<file path="config.mk">
export PLATFORM = sky130hd
export DESIGN_NAME = sab_ctrl
export DESIGN_NICKNAME = d
export VERILOG_FILES = /design/src/hw/rtl/assert_macros.svh /design/src/hw/rtl/sab_pkg.sv /design/src/hw/rtl/sab_ctrl.sv
export SDC_FILE = /design/constraint.sdc
export NUM_CORES = 1
export LEC_CHECK = 0
export CAP_MARGIN = 15
export CORE_MARGIN = 2
export CORE_UTILIZATION = 50
export DETAILED_ROUTE_END_ITERATION = 8
export DONT_BUFFER_PORTS = 1
export PLACE_DENSITY_LB_ADDON = 0.12
export SLEW_MARGIN = 20
export SYNTH_ARGS = -nofsm -noshare
export SYNTH_HDL_FRONTEND = slang
export SYNTH_SLANG_ARGS = --single-unit
</file>
<file path="constraint.sdc">
create_clock -name i_clk -period 2.2 [get_ports i_clk]
set_input_delay 0 -clock i_clk [delete_from_list [all_inputs] [get_ports i_clk]]
set_output_delay 0 -clock i_clk [all_outputs]
set_load 0.03 [all_outputs]
</file>
<file path="src/hw/rtl/assert_macros.svh">
// Assertion macros for the RTL files; the top-level builder includes them.
`ifndef ASSERT_MACROS_SVH
`define ASSERT_MACROS_SVH
`ifndef SYNTHESIS
`define SAB_ASSERT_IMP(label, clk, rst_n, a, b) \
    label: assert property (@(posedge clk) disable iff (!rst_n) (a) |-> (b)) \
        else $error("assertion failed");
`define SAB_ASSERT_NXT(label, clk, rst_n, a, b) \
    label: assert property (@(posedge clk) disable iff (!rst_n) (a) |=> (b)) \
        else $error("assertion failed");
`else
`define SAB_ASSERT_IMP(label, clk, rst_n, a, b)
`define SAB_ASSERT_NXT(label, clk, rst_n, a, b)
`endif
`endif

</file>
<file path="src/hw/rtl/sab_pkg.sv">
// ----------------------------------------------------------------------------
// Suffix automaton builder package
// Word types, mode codes, controller states and datapath operations.
// ----------------------------------------------------------------------------
package sab_pkg;

    localparam logic [1:0] MODE_RESTART = 2'd0;
    localparam logic [1:0] MODE_APPEND  = 2'd1;
    localparam logic [1:0] MODE_QUERY   = 2'd2;

    typedef struct packed {
        logic [1:0]  mode;
        logic [4:0]  symbol;
        logic [11:0] query_state;
    } t_in;

    typedef struct packed {
        logic [11:0] new_state;
        logic [11:0] state_total;
        logic        cloned;
        logic [10:0] state_length;
        logic [11:0] suffix_link;
        logic [11:0] transition;
        logic        overflow;
    } t_out;

    typedef enum logic [4:0] {
        OP_NONE, OP_CLR_INIT, OP_CLR_ROW, OP_APP_INIT, OP_ZERO_ROW, OP_RD_PC,
        OP_SET_CUR, OP_STEP_P, OP_LINK_ROOT, OP_TAKE_Q, OP_TAKE_QL, OP_TAKE_PL,
        OP_LINK_Q, OP_CL_INIT, OP_CP_RD, OP_CP_WR, OP_RD_LQ, OP_WR_LCL,
        OP_WR_LCUR, OP_WR_LQ, OP_SET_CL, OP_QUERY, OP_OVF, OP_EMIT
    } t_op;

    typedef enum logic [4:0] {
        S_RCLR, S_IDLE, S_DISP, S_CINI, S_CLR, S_OVF, S_AINIT, S_AZERO, S_ARD,
        S_ACHK, S_ASET, S_ASTEP, S_AROOT, S_AQ, S_AQL, S_APL, S_ALQ, S_CINIT,
        S_CRD, S_CWR, S_CLQ, S_CWL, S_CWC, S_CWQ, S_RRD, S_RCHK, S_RSET,
        S_RSTEP, S_QRD, S_DONE
    } t_state;

    typedef struct packed {
        logic latch;
        t_op  op;
    } t_cmd;

    typedef struct packed {
        logic [1:0] mode;
        logic       sym_ok;
        logic       room;
        logic       k_last;
        logic       next_zero;
        logic       next_is_q;
        logic       len_match;
        logic       p_zero;
    } t_sts;

endpackage

</file>
<file path="src/hw/rtl/sab_ctrl.sv">
// ----------------------------------------------------------------------------
// Suffix automaton controller
// Sequences restart, append, clone and query operations of the datapath.
// ----------------------------------------------------------------------------
module sab_ctrl (
    input  logic          i_clk,
    input  logic          i_rst_n,
    input  logic          i_start,
    input  sab_pkg::t_sts i_sts,
    output sab_pkg::t_cmd o_cmd,
    output logic          o_busy
);
    sab_pkg::t_state r_state;
    sab_pkg::t_state n_state;

    always_ff @(posedge i_clk) begin
        if (!i_rst_n) begin
            r_state <= sab_pkg::S_RCLR;
        end else begin
            r_state <= n_state;
        end
    end

    always_comb begin
        n_state = r_state;
        unique case (r_state)
            sab_pkg::S_RCLR: if (i_sts.k_last) n_state = sab_pkg::S_IDLE;
            sab_pkg::S_IDLE: if (i_start) n_state = sab_pkg::S_DISP;
            sab_pkg::S_DISP: begin
                priority if (i_sts.mode == sab_pkg::MODE_RESTART) begin
                    n_state = sab_pkg::S_CINI;
                end else if (i_sts.mode == sab_pkg::MODE_APPEND) begin
                    priority if (!i_sts.sym_ok) n_state = sab_pkg::S_DONE;
                    else if (!i_sts.room) n_state = sab_pkg::S_OVF;
                    else n_state = sab_pkg::S_AINIT;
                end else if (i_sts.mode == sab_pkg::MODE_QUERY) begin
                    n_state = sab_pkg::S_QRD;
                end else begin
                    n_state = sab_pkg::S_DONE;
                end
            end
            sab_pkg::S_CINI:  n_state = sab_pkg::S_CLR;
            sab_pkg::S_CLR:   if (i_sts.k_last) n_state = sab_pkg::S_DONE;
            sab_pkg::S_OVF:   n_state = sab_pkg::S_DONE;
            sab_pkg::S_AINIT: n_state = sab_pkg::S_AZERO;
            sab_pkg::S_AZERO: if (i_sts.k_last) n_state = sab_pkg::S_ARD;
            sab_pkg::S_ARD:   n_state = sab_pkg::S_ACHK;
            sab_pkg::S_ACHK:  n_state = i_sts.next_zero ? sab_pkg::S_ASET : sab_pkg::S_AQ;
            sab_pkg::S_ASET:  n_state = sab_pkg::S_ASTEP;
            sab_pkg::S_ASTEP: n_state = i_sts.p_zero ? sab_pkg::S_AROOT : sab_pkg::S_ARD;
            sab_pkg::S_AROOT: n_state = sab_pkg::S_DONE;
            sab_pkg::S_AQ:    n_state = sab_pkg::S_AQL;
            sab_pkg::S_AQL:   n_state = sab_pkg::S_APL;
            sab_pkg::S_APL:   n_state = i_sts.len_match ? sab_pkg::S_ALQ : sab_pkg::S_CINIT;
            sab_pkg::S_ALQ:   n_state = sab_pkg::S_DONE;
            sab_pkg::S_CINIT: n_state = sab_pkg::S_CRD;
            sab_pkg::S_CRD:   n_state = sab_pkg::S_CWR;
            sab_pkg::S_CWR:   n_state = i_sts.k_last ? sab_pkg::S_CLQ : sab_pkg::S_CRD;
            sab_pkg::S_CLQ:   n_state = sab_pkg::S_CWL;
            sab_pkg::S_CWL:   n_state = sab_pkg::S_CWC;
            sab_pkg::S_CWC:   n_state = sab_pkg::S_CWQ;
            sab_pkg::S_CWQ:   n_state = sab_pkg::S_RRD;
            sab_pkg::S_RRD:   n_state = sab_pkg::S_RCHK;
            sab_pkg::S_RCHK:  n_state = i_sts.next_is_q ? sab_pkg::S_RSET : sab_pkg::S_DONE;
            sab_pkg::S_RSET:  n_state = sab_pkg::S_RSTEP;
            sab_pkg::S_RSTEP: n_state = i_sts.p_zero ? sab_pkg::S_DONE : sab_pkg::S_RRD;
            sab_pkg::S_QRD:   n_state = sab_pkg::S_DONE;
            sab_pkg::S_DONE:  n_state = sab_pkg::S_IDLE;
            default:          n_state = sab_pkg::S_IDLE;
        endcase
    end

    always_comb begin
        o_cmd.latch = 1'b0;
        o_cmd.op    = sab_pkg::OP_NONE;
        unique case (r_state)
            sab_pkg::S_RCLR:  o_cmd.op = sab_pkg::OP_CLR_ROW;
            sab_pkg::S_IDLE:  o_cmd.latch = i_start;
            sab_pkg::S_CINI:  o_cmd.op = sab_pkg::OP_CLR_INIT;
            sab_pkg::S_CLR:   o_cmd.op = sab_pkg::OP_CLR_ROW;
            sab_pkg::S_OVF:   o_cmd.op = sab_pkg::OP_OVF;
            sab_pkg::S_AINIT: o_cmd.op = sab_pkg::OP_APP_INIT;
            sab_pkg::S_AZERO: o_cmd.op = sab_pkg::OP_ZERO_ROW;
            sab_pkg::S_ARD:   o_cmd.op = sab_pkg::OP_RD_PC;
            sab_pkg::S_ASET:  o_cmd.op = sab_pkg::OP_SET_CUR;
            sab_pkg::S_ASTEP: o_cmd.op = sab_pkg::OP_STEP_P;
            sab_pkg::S_AROOT: o_cmd.op = sab_pkg::OP_LINK_ROOT;
            sab_pkg::S_AQ:    o_cmd.op = sab_pkg::OP_TAKE_Q;
            sab_pkg::S_AQL:   o_cmd.op = sab_pkg::OP_TAKE_QL;
            sab_pkg::S_APL:   o_cmd.op = sab_pkg::OP_TAKE_PL;
            sab_pkg::S_ALQ:   o_cmd.op = sab_pkg::OP_LINK_Q;
            sab_pkg::S_CINIT: o_cmd.op = sab_pkg::OP_CL_INIT;
            sab_pkg::S_CRD:   o_cmd.op = sab_pkg::OP_CP_RD;
            sab_pkg::S_CWR:   o_cmd.op = sab_pkg::OP_CP_WR;
            sab_pkg::S_CLQ:   o_cmd.op = sab_pkg::OP_RD_LQ;
            sab_pkg::S_CWL:   o_cmd.op = sab_pkg::OP_WR_LCL;
            sab_pkg::S_CWC:   o_cmd.op = sab_pkg::OP_WR_LCUR;
            sab_pkg::S_CWQ:   o_cmd.op = sab_pkg::OP_WR_LQ;
            sab_pkg::S_RRD:   o_cmd.op = sab_pkg::OP_RD_PC;
            sab_pkg::S_RSET:  o_cmd.op = sab_pkg::OP_SET_CL;
            sab_pkg::S_RSTEP: o_cmd.op = sab_pkg::OP_STEP_P;
            sab_pkg::S_QRD:   o_cmd.op = sab_pkg::OP_QUERY;
            sab_pkg::S_DONE:  o_cmd.op = sab_pkg::OP_EMIT;
            default:          o_cmd.op = sab_pkg::OP_NONE;
        endcase
    end

    assign o_busy = (r_state != sab_pkg::S_IDLE);
endmodule

</file>
==> results.tsv, run 1 <==
stage	metric	value	unit
synthesis	#FFs+latches synth	5	
finish	Largest Register	r_state	
global_route	antenna violations before repair	0	
setup_path	critical path data arrival time	2.07	ns
synthesis	mapped cell area	903.4	sq um
routing	DRT antenna net count	0	
finish	Largest register FFs	5	
timing	Fin. Hold Viols	0	
global_route	largest net degree at the start of global routing	31	
finish	Filler cells	186	
timing	setup TNS	0	ns
routing	vias per std cell	6.325	
clock_network	latest clock arrival within the worst-skew pair	0.25	ns
clock_network	cts bufs inserted	3	
setup_path	CP endpoint kind	output pin	
timing	highest clock rate	0.4836	GHz
floorplanning	row cnt	15	
routing	vias	974	
timing	Worst Setup Slack, final	0.1323	ns
synthesis	syn avg cell area	7.058	sq um
timing	clock skew	0.005874	ns
setup_path	WP buf/inv	0	
timing	Final setup viols	0	
clock_network	Clk Tree Root Cell	clkbuf_4	
clock_network	Sink Count	5	
setup_path	worst stage delay on the critical path	0.95	ns
placement	placed cell areas	884.6	sq um
setup_path	startpoint types	register	
finish	final instance area	920.9	sq um
placement	GP Congestion	0.8723	
synthesis	post-synthesis sequential area ratio	11.08	%
clock_network	CTS tree	built	
global_route	All-Layer GR Usage	22.69	%
finish	most frequent cells in the layout	nand2_1 (17), nor2_1 (10), buf_4 (9)	
finish	most common cell after layout, fill and taps aside	nand2_1	
finish	biggest regs	r_state x5	
placement	Final HPWL DP	1714	um
synthesis	number of synthesized flops with an enable pin	0	
flow_run	total of max-cap violations	0	
finish	P&R area growth vs syn	1.939	%
power_and_ir_drop	leakage power total	0.0003248	uW
synthesis	asr flop ratio synth	0	%
finish	multi-input logic area	666.9	sq um
floorplanning	Core ar.	1708	sq um
timing	period utilization	93.99	%
routing	1st-iter DRT viols	20	
clock_network	htree depth	1	
timing	max-slew violations	0	
timing	Tightest Pin Transition	0.9698	ns
routing	Avg WL per Cell	14.99	um
power_and_ir_drop	Tot Pwr	298.7	uW
floorplanning	area of the die	2163	sq um
synthesis	Synth Flop Type	dfxtp_1	
worst_hold_path	hold crit path type	in -> reg	
synthesis	Syn Nets	140	
floorplanning	Die Ht	46.51	um
global_route	gr ovfl total	0	
placement	I/O Buffers	0	
setup_path	Critical Path RT	2.20	ns
timing	Rel. slew slack	35.25	%
routing	DRT Pass-1 Iters	4	
setup_path	Crit Path Max Fanout	30	
clock_network	postcts setup bufs	0	
finish	Sequential Area	100.1	sq um
global_route	vias in the first global route	819	
synthesis	synth warn	0	
floorplanning	Die X	46.51	um
finish	share of cells above drive strength 1	20.16	%
setup_path	crit-path leading delay family	flip-flops	
clock_network	clock tree buffer depth	2	
timing	Final min period	2.068	ns
floorplanning	I/O pin total	19	
synthesis	Gate Count Post-Synth	128	
routing	DRT Wirelength	2308	um
placement	setup slack at placement	0.3514	ns
timing	RSZ-0062 raised after global routing	no	
run_status	outcome	finished, final reports clean	
setup_path	kind of critical path	reg -> out	
setup_path	Slowest-stage cell, CP	dfxtp_1	
finish	Antenna Cells	0	
floorplanning	starting density of the core	52.89	%
power_and_ir_drop	worst vdd ir	0.0003431	V
power_and_ir_drop	power per cell area	324.4	nW/um^2
clock_network	clock slew at reported path FFs	0.05	ns
setup_path	crit path cell chain	nor2_1 > a21o_1 > a221o_1	
global_route	first-pass GRT wire length	3574	um
synthesis	Unique masters post-synth	46	
finish	Core Util, Final	53.92	%
finish	final net count	142	
routing	drt drc	0	
Yosys cell counts, types with 3 or more instances:
cell      instances  area, sq um
buf_6             6        67.56
o21ai_1           6        30.03
nand3_1           3        15.01
nor2_1           10        37.54
nand2_2           3        18.77
buf_2             4        20.02
dfxtp_1           5        100.1
nand2b_1          4        25.02
nand2_1          17        63.81
inv_1             4        15.01
o21ai_0           8        40.04
a31oi_1           4        25.02
a22oi_1           3        22.52
a21oi_1           7        35.03
worst reg2reg max path, stage by stage (launching register included):
cell and delay, ns:
dfxtp_1 0.95, nand3b_1 0.19, a21oi_1 0.26, a31oi_1 0.06, o2111a_1 0.23, o21ai_1 0.11
cell families (layout without fill, tap and decap cells):
group                  count (synthesis)  in the layout  synth area share [%]
AND/OR/NAND/NOR                       54             54                 31.16
AO/OA/AOI/OAI                         50             50                 41.69
buffers and inverters                 18             19                 15.09
flip-flops                             5              5                 11.08
XOR/XNOR                               1              1                0.9697
per-stage QoR:
| stage | hold WS [ns] | cells |
|---|---|---|
| finish | 0.03787 | 154 |
| global route | 0.06106 | 154 |
| CTS | 0.04557 | 154 |
| detailed placement | 0.1379 | 149 |
| global placement | 0.1361 | 149 |
| floorplan | 0.1162 | 128 |
area by class of cell:
class / count / share of cell area [%]
Multi-Input combinational cell: 105 / 72.42
Sequential cell: 5 / 10.87
Timing Repair Buffer: 10 / 8.424
Tap cell: 25 / 3.397
Clock buffer: 4 / 2.853
Inverter: 5 / 2.038
per-layer routing:
metal / part of all wire, % / track usage, %
met3: 5.3 / 5.490
met4: 0.43 / 5.143
met5: 0 / 0
met1: 48 / 32.02
met2: 46 / 34.44
worst paths after layout:
kind | from | end | slack, ns | depth (start not counted)
worst max-delay path | r_state[3]$_SDFFE_PN0P_ | o_cmd[0] | 0.13 | 3
worst min-delay path | i_sts[1] | r_state[0]$_SDFFE_PN0P_ | 0.04 | 3
worst max register to register | r_state[3]$_SDFFE_PN0P_ | r_state[1]$_SDFFE_PN0P_ | 0.33 | 5
worst min register to register | r_state[1]$_SDFFE_PN0P_ | r_state[1]$_SDFFE_PN0P_ | 0.76 | 2
what timing repair did:
action,CTS,global route
hold buffers,1,0
gates resized for setup,0,0
hold endpoints to repair,5,0
report_power, final:
part	internal (uW)	switching, uW	total (uW)
combinational	32.7	52.0	84.7
clock	68.9	42.5	111
sequential	93.3	9.28	103
(Power assumes the default switching activity.)
==> inputs of run 2 (changes only) <==
--- a/config.mk
+++ b/config.mk
@@ -6,8 +6,9 @@
 export NUM_CORES = 1
 export LEC_CHECK = 0
 export CAP_MARGIN = 15
+export CORE_ASPECT_RATIO = 0.7
 export CORE_MARGIN = 2
-export CORE_UTILIZATION = 50
+export CORE_UTILIZATION = 48
 export DETAILED_ROUTE_END_ITERATION = 8
 export DONT_BUFFER_PORTS = 1
 export PLACE_DENSITY_LB_ADDON = 0.12
==> run 2 against run 1 <==
  * Largest cell class unchanged
  * Register-to-register slack better by 0.10 ns
  * Sequential share of layout area hardly changed
  * Critical path depth is 2 higher
  * Combinational power is 0.7% lower
  * Global-route usage is 2.1 points lower
==> results.tsv, run 2 (synthesis results as in run 1) <==
stage	metric	value	unit
finish	share of cells above drive strength 1	20.77	%
finish	Largest Register	r_state	
global_route	gr ovfl total	0	
timing	Fin. Hold Viols	0	
global_route	first-pass GRT wire length	3581	um
clock_network	cts bufs inserted	3	
clock_network	Sink Count	5	
floorplanning	row cnt	13	
clock_network	clock slew at reported path FFs	0.04	ns
setup_path	reg-to-reg startpoint	r_state[4]$_SDFFE_PN0P_	
setup_path	register-to-register setup slack	0.43	ns
finish	most common cell after layout, fill and taps aside	nand2_1	
setup_path	Critical Path Start	r_state[4]$_SDFFE_PN0P_	
routing	vias	970	
power_and_ir_drop	Flop pwr share	35.6	%
floorplanning	area of the die	2250	sq um
routing	1st-iter DRT viols	39	
power_and_ir_drop	Pint	195.0	uW
routing	vias per std cell	6.382	
finish	Largest register FFs	5	
timing	Worst Setup Slack, final	0.2391	ns
power_and_ir_drop	Switching Power	95.12	uW
worst_hold_path	Hold Path Origin	i_sts[4]	
routing	drt drc	0	
clock_network	Clk Tree Root Cell	clkbuf_4	
placement	I/O Buffers	0	
timing	RSZ-0062 raised after global routing	no	
setup_path	Worst R2R Path Depth	5	
timing	setup TNS	0	ns
timing	Final min period	1.961	ns
timing	Final setup viols	0	
clock_network	latest clock arrival within the worst-skew pair	0.24	ns
power_and_ir_drop	Clock power frac	35.4	%
power_and_ir_drop	Sw Share	32.78	%
finish	biggest regs	r_state x5	
global_route	largest net degree at the start of global routing	32	
setup_path	Worst Setup EP	o_cmd[1]	
routing	DRT antenna net count	0	
setup_path	Critical Path RT	2.20	ns
timing	clock skew	0.004934	ns
power_and_ir_drop	worst vdd ir	0.0002470	V
power_and_ir_drop	leakage power total	0.0003302	uW
power_and_ir_drop	power per cell area	313.8	nW/um^2
timing	max-slew violations	0	
floorplanning	Die X	55.85	um
clock_network	CTS tree	built	
setup_path	CP endpoint kind	output pin	
finish	final net count	143	
floorplanning	Core ar.	1822	sq um
finish	Core Util, Final	50.76	%
timing	hold slack	0.1180	ns
worst_hold_path	hold crit path type	in -> reg	
finish	most frequent cells in the layout	nand2_1 (17), nor2_1 (10), buf_4 (10)	
routing	Avg WL per Cell	15.09	um
setup_path	Crit Path Max Fanout	22	
placement	Final HPWL DP	1675	um
clock_network	htree depth	1	
timing	highest clock rate	0.5100	GHz
floorplanning	Die Ht	40.30	um
placement	placed cell areas	888.4	sq um
routing	DRT Pass-1 Iters	4	
global_route	All-Layer GR Usage	20.55	%
global_route	antenna violations before repair	0	
setup_path	kind of critical path	reg -> out	
clock_network	clock tree buffer depth	2	
finish	Antenna Cells	0	
routing	DRT Wirelength	2294	um
setup_path	critical path data arrival time	1.96	ns
floorplanning	starting density of the core	49.59	%
setup_path	worst flop-to-flop path endpoint	r_state[1]$_SDFFE_PN0P_	
timing	period utilization	89.13	%
setup_path	startpoint types	register	
finish	final instance area	924.6	sq um
timing	Rel. slew slack	49.79	%
global_route	vias in the first global route	769	
placement	GP Congestion	0.8176	
placement	setup slack at placement	0.4704	ns
run_status	outcome	finished, final reports clean	
floorplanning	I/O pin total	19	
power_and_ir_drop	Comb pwr share	29.0	%
clock_network	total of cells resized after clock tree synthesis	0	
finish	P&R area growth vs syn	2.355	%
clock_network	postcts setup bufs	0	
flow_run	total of max-cap violations	0	
timing	Tightest Pin Transition	0.7521	ns
-- run 2: changes by cell type in the layout (fill, tap and decap cells not counted) --
| cell | previous run | this run |
|---|---|---|
| buf_4 | 9 | 10 |
-- run 2: timing repair --
item	4_1_cts	5_1_grt
hold buffers	1	0
hold endpoints to repair	5	0
setup endpoints to repair	0	0
-- run 2: critical path, cell delays in order, from the launching register on --
cell	delay (ns)
dfxtp_1	0.80
buf_4	0.30
nand2_1	0.07
o221ai_1	0.14
o21ai_1	0.08
o21ai_1	0.33
-- run 2: how the worst min path moves through the flow --
| stage | end | slack, ns | cells past startpoint |
|---|---|---|---|
| 6_report | r_state[1]$_SDFFE_PN0P_ | 0.12 | 4 |
| 5_1_grt | r_state[0]$_SDFFE_PN0P_ | 0.13 | 3 |
| 4_1_cts | r_state[1]$_SDFFE_PN0P_ | 0.11 | 4 |
| 3_5_place_dp | r_state[2]$_SDFFE_PN0P_ | 0.12 | 2 |
| 3_3_place_gp | r_state[2]$_SDFFE_PN0P_ | 0.12 | 2 |
| 2_1_floorplan | r_state[2]$_SDFFE_PN0P_ | 0.12 | 2 |
-- run 2: routing by layer --
metal	routed length [um]	track usage [%]	vias up
li1	-	-	481
met1	1118	28.81	458
met2	1016	33.93	31
met3	158	4.839	0
met4	0	1.786	0
met5	0	0	-
-- run 2: final cells by class --
cell class	count	area (sq um)
tap	22	27.53
sequential	5	100.1
fill	204	897.1
timing repair buffer	11	85.08
inverter	5	18.77
multi-input combinational	105	666.9
clock buffer	4	26.28
-- run 2: stage by stage --
stage | total power [uW] | cells
2_1_floorplan | 177.1 | 128
3_3_place_gp | 186.1 | 147
3_5_place_dp | 185.9 | 147
4_1_cts | 293.8 | 152
5_1_grt | 311.6 | 152
6_report | 290.1 | 152
-- run 2: power groups by stage --
stage          Combinational, uW  Sequential, uW  Clock [uW]
2_1_floorplan               80.1            97.0           0
3_3_place_gp                81.4             105           0
3_5_place_dp                81.2             105           0
4_1_cts                     83.9             103         107
5_1_grt                     92.2             104         115
6_report                    84.1             103         103
==> inputs of run 3 (changes only) <==
--- a/config.mk
+++ b/config.mk
@@ -6,9 +6,11 @@
 export NUM_CORES = 1
 export LEC_CHECK = 0
 export CAP_MARGIN = 15
+export CELL_PAD_IN_SITES_DETAIL_PLACEMENT = 1
+export CELL_PAD_IN_SITES_GLOBAL_PLACEMENT = 1
 export CORE_ASPECT_RATIO = 0.7
 export CORE_MARGIN = 2
-export CORE_UTILIZATION = 48
+export CORE_UTILIZATION = 47
 export DETAILED_ROUTE_END_ITERATION = 8
 export DONT_BUFFER_PORTS = 1
 export PLACE_DENSITY_LB_ADDON = 0.12
==> run 3 against run 2 <==
  * Total power grew 4.9%
  * Largest power group is now the clock network
  * Sequential cell count did not move
  * Register-to-register slack worse by 0.18 ns
  * Critical path type unchanged
  * Global-route usage increased by 4.6 points
  * Highest routed layer is now met4
  * Via count unchanged
  * Core utilization fell by 0.86 points
==> results.tsv, run 3 (synthesis results as in run 1) <==
stage	metric	value	unit
finish	Core Util, Final	49.90	%
placement	dpl cells	146	
worst_hold_path	Hold Path Stages	3	
clock_network	htree depth	1	
finish	share of cells above drive strength 1	20.16	%
clock_network	clock slew at reported path FFs	0.05	ns
floorplanning	Core ar.	1838	sq um
finish	Antenna Cells	0	
setup_path	kind of critical path	reg -> out	
routing	drt drc	0	
flow_run	total of max-cap violations	0	
setup_path	critical path data arrival time	2.12	ns
worst_hold_path	Hold Path Origin	i_sts[1]	
setup_path	Worst R2R Path Depth	5	
power_and_ir_drop	Comb pwr share	29.9	%
global_route	first-pass GRT wire length	4319	um
finish	Largest Register	r_state	
global_route	antenna violations before repair	0	
clock_network	CTS tree	built	
worst_hold_path	hold crit path type	in -> reg	
routing	DRT antenna net count	0	
setup_path	Crit Path Max Fanout	27	
worst_hold_path	Hold Path End	r_state[0]$_SDFFE_PN0P_	
timing	Tightest Pin Transition	0.9190	ns
power_and_ir_drop	power per cell area	331.9	nW/um^2
placement	I/O Buffers	0	
power_and_ir_drop	Clock power frac	37.3	%
global_route	All-Layer GR Usage	25.20	%
floorplanning	Die X	56.40	um
setup_path	CP endpoint kind	output pin	
power_and_ir_drop	worst vdd ir	0.0002331	V
routing	Avg WL per Cell	17.43	um
timing	hold slack	0.09648	ns
finish	biggest regs	r_state x5	
finish	Largest register FFs	5	
timing	Rel. slew slack	38.65	%
finish	most common cell after layout, fill and taps aside	nand2_1	
placement	Final HPWL DP	1958	um
power_and_ir_drop	Flop pwr share	32.8	%
timing	Final min period	2.121	ns
setup_path	reg-to-reg startpoint	r_state[3]$_SDFFE_PN0P_	
power_and_ir_drop	Sw Share	35.26	%
global_route	vias in the first global route	886	
placement	GP Congestion	0.8091	
floorplanning	row cnt	13	
clock_network	clock tree buffer depth	2	
timing	period utilization	96.41	%
timing	Fin. Hold Viols	0	
global_route	largest net degree at the start of global routing	34	
clock_network	cts bufs inserted	3	
routing	1st-iter DRT viols	41	
routing	DRT Wirelength	2632	um
floorplanning	Die Ht	40.68	um
floorplanning	area of the die	2294	sq um
power_and_ir_drop	Tot Pwr	304.4	uW
setup_path	startpoint types	register	
setup_path	Critical Path RT	2.20	ns
floorplanning	starting density of the core	49.15	%
timing	highest clock rate	0.4715	GHz
timing	Final setup viols	0	
timing	RSZ-0062 raised after global routing	no	
finish	P&R area growth vs syn	1.524	%
clock_network	Clk Tree Root Cell	clkbuf_4	
timing	setup TNS	0	ns
power_and_ir_drop	Switching Power	107.4	uW
timing	clock skew	0.01203	ns
finish	final net count	142	
run_status	outcome	finished, final reports clean	
setup_path	register-to-register setup slack	0.25	ns
routing	DRT Pass-1 Iters	4	
finish	fin cells	151	
clock_network	total of cells resized after clock tree synthesis	0	
setup_path	worst flop-to-flop path endpoint	r_state[1]$_SDFFE_PN0P_	
finish	most frequent cells in the layout	nand2_1 (17), nor2_1 (10), buf_4 (9)	
global_route	gr ovfl total	0	
clock_network	latest clock arrival within the worst-skew pair	0.25	ns
floorplanning	I/O pin total	19	
clock_network	Sink Count	5	
power_and_ir_drop	leakage power total	0.0003244	uW
power_and_ir_drop	Pint	197.1	uW
routing	vias per std cell	6.424	
timing	max-slew violations	0	
routing	vias	970	
run 3: cell types whose count changed in the layout (fill, tap and decap cells not counted), sizes merged:
cell	change
buf	-1
run 3: power by group through the flow:
stage          clock network, uW  logic, uW  registers (uW)
5_1_grt                      125        101             100
6_report                     113       91.0             100
2_1_floorplan                  0       80.1            97.0
4_1_cts                      116       90.5            99.7
3_3_place_gp                   0       87.7             102
3_5_place_dp                   0       88.3             102
run 3: final cells by class:
| type | instances | area, sq um |
|---|---|---|
| well taps | 22 | 27.53 |
| flip-flops and latches | 5 | 100.1 |
| multi-input cells | 105 | 666.9 |
| clock buffers | 4 | 26.28 |
| repair buffers | 10 | 77.57 |
| inverters | 5 | 18.77 |
| fillers | 248 | 920.9 |
run 3: worst max-delay path by stage:
stage | start | endpoint | slack, ns | cells past startpoint
after global placement | r_state[3]$_SDFFE_PN0P_ | r_state[1]$_SDFFE_PN0P_ | 0.44 | 5
after CTS | r_state[3]$_SDFFE_PN0P_ | o_cmd[0] | 0.16 | 3
after global routing | r_state[3]$_SDFFE_PN0P_ | o_cmd[0] | 0.02 | 3
final | r_state[3]$_SDFFE_PN0P_ | o_cmd[0] | 0.08 | 3
after floorplan | r_state[4]$_SDFFE_PN0P_ | o_cmd[2] | 0.83 | 5
after detailed placement | r_state[3]$_SDFFE_PN0P_ | r_state[2]$_SDFFE_PN0P_ | 0.37 | 6
run 3: worst max-delay path, stage by stage, from the launching register on:
cell and delay (ns):
dfxtp_1 0.92, nor2_1 0.24, a21o_1 0.22, a221o_1 0.47
run 3: layer usage:
metal,GRT usage (%),part of all wire [%],vias to the layer above
met1,35.32,52,468
met3,3.155,2.6,2
li1,-,-,479
met4,4.762,0.38,0
met5,0,0,-
met2,42.94,45,21
run 3: per-stage QoR:
| step | worst slack, ns | instance area, sq um |
|---|---|---|
| 3_3_place_gp | 0.4438 | 880.8 |
| 5_1_grt | 0.01504 | 917.1 |
| 3_5_place_dp | 0.3662 | 880.8 |
| 6_report | 0.07908 | 917.1 |
| 4_1_cts | 0.1560 | 917.1 |
| 2_1_floorplan | 0.8266 | 903.4 |
run 3: timing repair:
item	CTS	global route
hold endpoints to repair	5	0
setup buffers	0	0
hold buffers	1	0
